### src/rtl/core/sipu_div_cell.sv
`timescale 1ns / 1ps
// ----------------------------------------------------------------------------
// sipu_div_cell
// One restoring division step: shifts one dividend bit into the partial
// remainder, subtracts the divisor when it fits and shifts in a quotient bit.
// ----------------------------------------------------------------------------
module sipu_div_cell #(
  parameter int unsigned DW = 35,
  parameter int unsigned QW = 33
) (
  input  logic          clk_i,
  input  logic          en_i,
  input  logic [DW-1:0] rem_i,
  input  logic [DW-1:0] den_i,
  input  logic [QW-1:0] acc_i,
  output logic [DW-1:0] rem_o,
  output logic [DW-1:0] den_o,
  output logic [QW-1:0] acc_o
);

  logic [DW:0]   trial;
  logic [DW:0]   diff;
  logic          fits;
  logic [DW-1:0] rem_d, rem_q, den_q;
  logic [QW-1:0] acc_d, acc_q;

  // acc holds the dividend bits still to use in its top, quotient bits in its bottom
  always_comb begin
    trial = {rem_i, acc_i[QW-1]};
    diff  = trial - {1'b0, den_i};
    fits  = ~diff[DW];
    rem_d = fits ? diff[DW-1:0] : trial[DW-1:0];
    acc_d = {acc_i[QW-2:0], fits};
  end

  always_ff @(posedge clk_i) begin
    if (en_i) begin
      rem_q <= rem_d;
      den_q <= den_i;
      acc_q <= acc_d;
    end
  end

  assign rem_o = rem_q;
  assign den_o = den_q;
  assign acc_o = acc_q;

endmodule

### config.mk
export PLATFORM = sky130hd
export DESIGN_NAME = sipu_div_cell
export DESIGN_NICKNAME = d
export VERILOG_FILES = /design/src/rtl/core/sipu_div_cell.sv
export SDC_FILE = /design/constraint.sdc
export NUM_CORES = 1
export LEC_CHECK = 0
export BUFFER_PORTS_ARGS = -buffer_cell sky130_fd_sc_hd__buf_2
export CORE_UTILIZATION = 54
export CTS_CLUSTER_DIAMETER = 150
export CTS_CLUSTER_SIZE = 14
export DETAILED_ROUTE_END_ITERATION = 10
export PLACE_DENSITY_LB_ADDON = 0.05
export SYNTH_ARGS = -nofsm -noshare
export SYNTH_HDL_FRONTEND = slang
export SYNTH_SLANG_ARGS = --single-unit
### constraint.sdc
create_clock -name clk_i -period 6.6 [get_ports clk_i]
set_clock_uncertainty 0.05 [all_clocks]
set_input_delay 0.99 -clock clk_i [delete_from_list [all_inputs] [get_ports clk_i]]
set_output_delay 0.99 -clock clk_i [all_outputs]
set_load 0.01 [all_outputs]
=== After elaboration in Yosys (flattened, before gate mapping) ===
Index checks and enable logic that the tools add are counted.

* Bits in writable memories: 0
* Bits in latches: 0
* Memories: 0
* Input port bits: 105
* Output and inout bits: 103
* ROM bits: 0
* Logic and storage cells: 6
* Register bits after elaboration: 103

* Multipliers: 0
* Equal/unequal tests: 0
* Bitwise logic cells: 1
* Mux-type cells: 1
* Add/subtract/negate cells: 1
* Order comparisons: 0
* Shifts and indexed selects: 0
* Reduce and logical (&&, ||, !) cells: 0
* Divide/modulo/power cells: 0

{| class="wikitable"
|+ Operators by type and width
! cell !! count
|-
| $sub A36 B35 Y36 || 1
|-
| $mux W35 || 1
|-
| $not A1 Y1 || 1
|}

=== Logic depth before layout (Yosys ltp) ===
* Word-level depth: 2
* Gate-level depth with buffers: 14
* Depth with buffers taken out: 13

=== Least setup slack after synthesis ===
No wires, ideal clock.

* Path kind: input-to-reg
* From: input acc_i[32]
* To: register rem_q[34] (netlist: rem_o[34]), data pin
* Library setup time: 0.264 ns
* Stages on the path: 13
* Arrival: 3.337 ns
* Buffers on the path: 0
* Slack: 2.949 ns
* Data required time: 6.286 ns
* Cell sequence: inv_1 > ha_1 > inv_1 > fa_1 > a21oi_1 > nor2_1 > o311a_2 > o22a_4 > a21oi_2 > o31ai_2 > o41ai_4 > and3b_1 > o32ai_2

* Word-level cells in the longest chain between the ends: 2

{| class="wikitable"
|+ RTL lines
! item !! RTL line !! source
|-
| start, declared || 15 || <nowiki>input logic [QW-1:0] acc_i,</nowiki>
|-
| $sub A36 B35 Y36 || 30 || <nowiki>diff = trial - {1'b0, den_i};</nowiki>
|-
| $mux W35 || 32 || <nowiki>rem_d = fits ? diff[DW-1:0] : trial[DW-1:0];</nowiki>
|-
| net rem_d[34] || 24 || <nowiki>logic [DW-1:0] rem_d, rem_q, den_q;</nowiki>
|-
| end signal, assigned || 38 || <nowiki>rem_q <= rem_d;</nowiki>
|-
| end, declared || 24 ||
|}

The timed path passes the listed nets, and every way through them passes these cells.
A chain may end at the register's enable or synchronous reset.

=== Worst setup path in the final report ===
* From: input den_i[3]
* To: register rem_q[4] (netlist: rem_o[4]), data pin

* Word-level cells in the longest chain between the ends: 2

{| class="wikitable"
|+ RTL lines
! item !! RTL line !! source
|-
| start, declared || 14 || <nowiki>input logic [DW-1:0] den_i,</nowiki>
|-
| $sub A36 B35 Y36 || 30 ||
|-
| $mux W35 || 32 ||
|-
| net rem_d[4] || 24 ||
|}

The timed path passes the listed nets, and every way through them passes these cells.

==> flow_summary.ini <==
[clocking]
tritoncts = done
clock-root-buffer = clkbuf_8
cts_buffers = 9
h_tree_depth = 3
clock-sinks = 103
clkTransAtPathRegs_ns = 0.10
ctsResizeCount = 0
postCtsSetupRepairBufs = 0
postCtsHoldBufs = 0
cts_buffer_depth = 2

[floorplan]
die_h_um = 103
initial_core_util = 0.562
ports = 208
design.die.area_um2 = 10700
core_area_um2 = 9860
die_x_extent_um = 103
placement_rows = 36

[sta]
tightest_slew_ns = 0.829
rsz0062_at_grt = no
setup-violations-final = 0
final_cycle_share = 0.594
finalWorstPathRequiredPeriod_ns = 3.92
slew_viol_final = 0
final_number_of_hold_violating_endpoints = 0
setup-tns-final_ns = 0
slew_headroom = 0.448
setup_ws_ns = 2.68
fmax_ghz = 0.255

[worst_setup_path]
worstPathRequired_ns = 6.68
critPathCaptureType = flip-flop
cp_arrival_ns = 4.00
start_kind = input port
critical_path_class = in -> reg
timing.critical_path.fanout_max = 23

[logic_synthesis]
synth_edf_count = 103
postSynth.topFlopCell = edfxtp_1
largest_cells_by_area_after_synthesis = edfxtp_1 (56%), ha_1 (7.9%), a21oi_1 (5.6%), inv_1 (2.9%), nor2_1 (2.8%)
synth_fp_nets = 610
synthesis.yosys.warnings = 0
synth.distinct_cells = 62
synth.ff_latch_count = 103
synth.top_cell.area_share = 0.558
synth_sequential_area_ratio = 0.558
synth-async-reset-ratio = 0
yosysTopAreaCell = edfxtp_1
synthCells = 469
synth_area_um2 = 5540
avgSynthCellArea_um2 = 11.8

[global_route]
grt_pass1_vias = 4109
largest_net_degree_at_the_start_of_global_routing = 68
grt_pass1_wl_um = 19000
antenna_found_initial = 2
overall_routing_resource_usage = 0.235
global_route.overflow_total = 0

[place]
place.detailed.hpwl_um = 9630
placed_cells = 798
routabilityCongestion = 0.858
number_of_port_buffers = 207
place_worst_setup_slack_ns = 2.26

[drt]
antenna_left = 0
drt_iter0_drc = 131
num_vias = 4287
avgViaCountPerCell = 5.25
detail_route.first_pass.iterations = 5
totalWireLength_um = 12500
drcViolationCount = 0
route.detailed.wl_per_inst_um = 15.3

[outcome]
status = complete, no violations

[power_and_ir_drop]
power_leakage_nw = 3.12
post-layout-total-power_mw = 1.71
power_density_nw_per_um2 = 248
worst_ir_drop_vdd_v = 0.000138

[finish]
instances_no_fill = 816
syn_to_final_growth_pct = 24.8
nets = 817
layout-drive-gt1-share = 0.361

[min_path]
min_delay_path_depth = 1
worstHoldPathType = in -> reg

[job]
max_cap_viol_count = 0
flip-flops by register name, summed over array words and instances (netlist names):
register,count
acc_o,33
rem_o,35
den_o,35
power by group:
part	switching [mW]	leakage, nW	internal [mW]	total [mW]
logic	0.256	2.00	0.187	0.443
registers	0.0168	1.01	0.812	0.829
clock network	0.223	0.110	0.217	0.441
worst max-delay path: stages:
cell,delay (ns)
buf_2,0.09
inv_1,0.04
ha_1,0.33
o21ai_1,0.08
a21oi_1,0.28
o211ai_2,0.16
a2111oi_2,0.37
o21ai_1,0.12
a21oi_1,0.31
xor2_4,0.49
buf_4,0.37
mux2_1,0.35
cell type report:
cell class / count / area (µm²)
antenna: 2 / 5.00
timing repair buffer: 210 / 1060
multi-input combinational: 309 / 2210
clock buffer: 10 / 128
clock inverter: 6 / 92.6
tap: 133 / 166
fill: 770 / 2950
inverter: 43 / 161
sequential: 103 / 3090
cell usage after synthesis (4+ instances only):
library cell / instances
o21a_1: 4
a21oi_1: 62
nor2_1: 42
a211oi_1: 5
edfxtp_1: 103
xor2_1: 17
nand4_1: 7
o21ai_1: 5
nand2_1: 22
inv_1: 43
nand2b_1: 5
buf_4: 4
a21o_1: 14
o21ai_0: 12
ha_1: 35
nor3_1: 5
xnor2_1: 15
routing by layer:
metal  track usage  up-vias  share of wire  wire, µm
li1              -     2136              -         -
met1         0.279     1999           0.41      5120
met2         0.412      143           0.51      6410
met3        0.0491        9          0.069       864
met4         0.103        0          0.010       129
met5             0        -              0         0
logic make-up (layout without fill, tap and decap cells):
| kind of cell | Yosys count | count (layout) | synth area share |
|---|---|---|---|
| muxes | 8 | 8 | 0.0158 |
| AOI/OAI and AO/OA | 134 | 134 | 0.163 |
| buffers and inverters | 57 | 269 | 0.0470 |
| adders and majority gates | 36 | 36 | 0.0826 |
| and+or+nand+nor | 99 | 99 | 0.0835 |
| xor gates and xnor gates | 32 | 32 | 0.0506 |
| other | 0 | 2 | 0 |
| DFF | 103 | 103 | 0.558 |
final timing paths:
check | startpoint | end | slack, ns
worst min-delay path | acc_i[12] | acc_o[13]$_DFFE_PP_ | 0.74
worst max-delay path | den_i[3] | rem_o[4]$_DFFE_PP_ | 2.68
through the flow:
stage | hold WS (ns) | instance area [µm²] | utilization
2_1_floorplan | 1.04 | 5540 | -
3_3_place_gp | 1.12 | 6690 | 0.678
3_5_place_dp | 1.12 | 6690 | 0.678
4_1_cts | 0.720 | 6910 | 0.701
5_1_grt | 0.717 | 6920 | 0.701
6_report | 0.738 | 6920 | 0.701
cell usage in the layout, fill, tap and decap left out, types with 2 or more instances in the layout:
cell type | netlist | layout
o31ai_1 | 3 | 3
buf_4 | 4 | 4
nand2_1 | 22 | 22
buf_2 | 3 | 206
a211oi_1 | 5 | 5
o21bai_1 | 3 | 3
xor2_1 | 17 | 16
a21o_1 | 14 | 14
bufinv_16 | 0 | 2
nor3_1 | 5 | 5
mux2_2 | 3 | 3
clkbuf_8 | 1 | 9
o31ai_2 | 2 | 2
diode_2 | 0 | 2
edfxtp_1 | 103 | 103
inv_1 | 43 | 43
o21ai_1 | 5 | 5
a31oi_1 | 2 | 2
a21oi_1 | 62 | 62
nand2b_1 | 5 | 5
nor2_1 | 42 | 42
mux2i_1 | 2 | 2
nor2b_1 | 2 | 2
or2_2 | 2 | 2
ha_1 | 35 | 35
nand3_1 | 3 | 3
a41oi_1 | 2 | 2
nand4_1 | 7 | 7
o21ai_0 | 12 | 12
nor3b_1 | 2 | 2
o21a_1 | 4 | 4
o21a_2 | 2 | 2
xnor2_1 | 15 | 15
mux2_1 | 3 | 3
or2_1 | 2 | 2
Power figures use the tool's default switching activity.
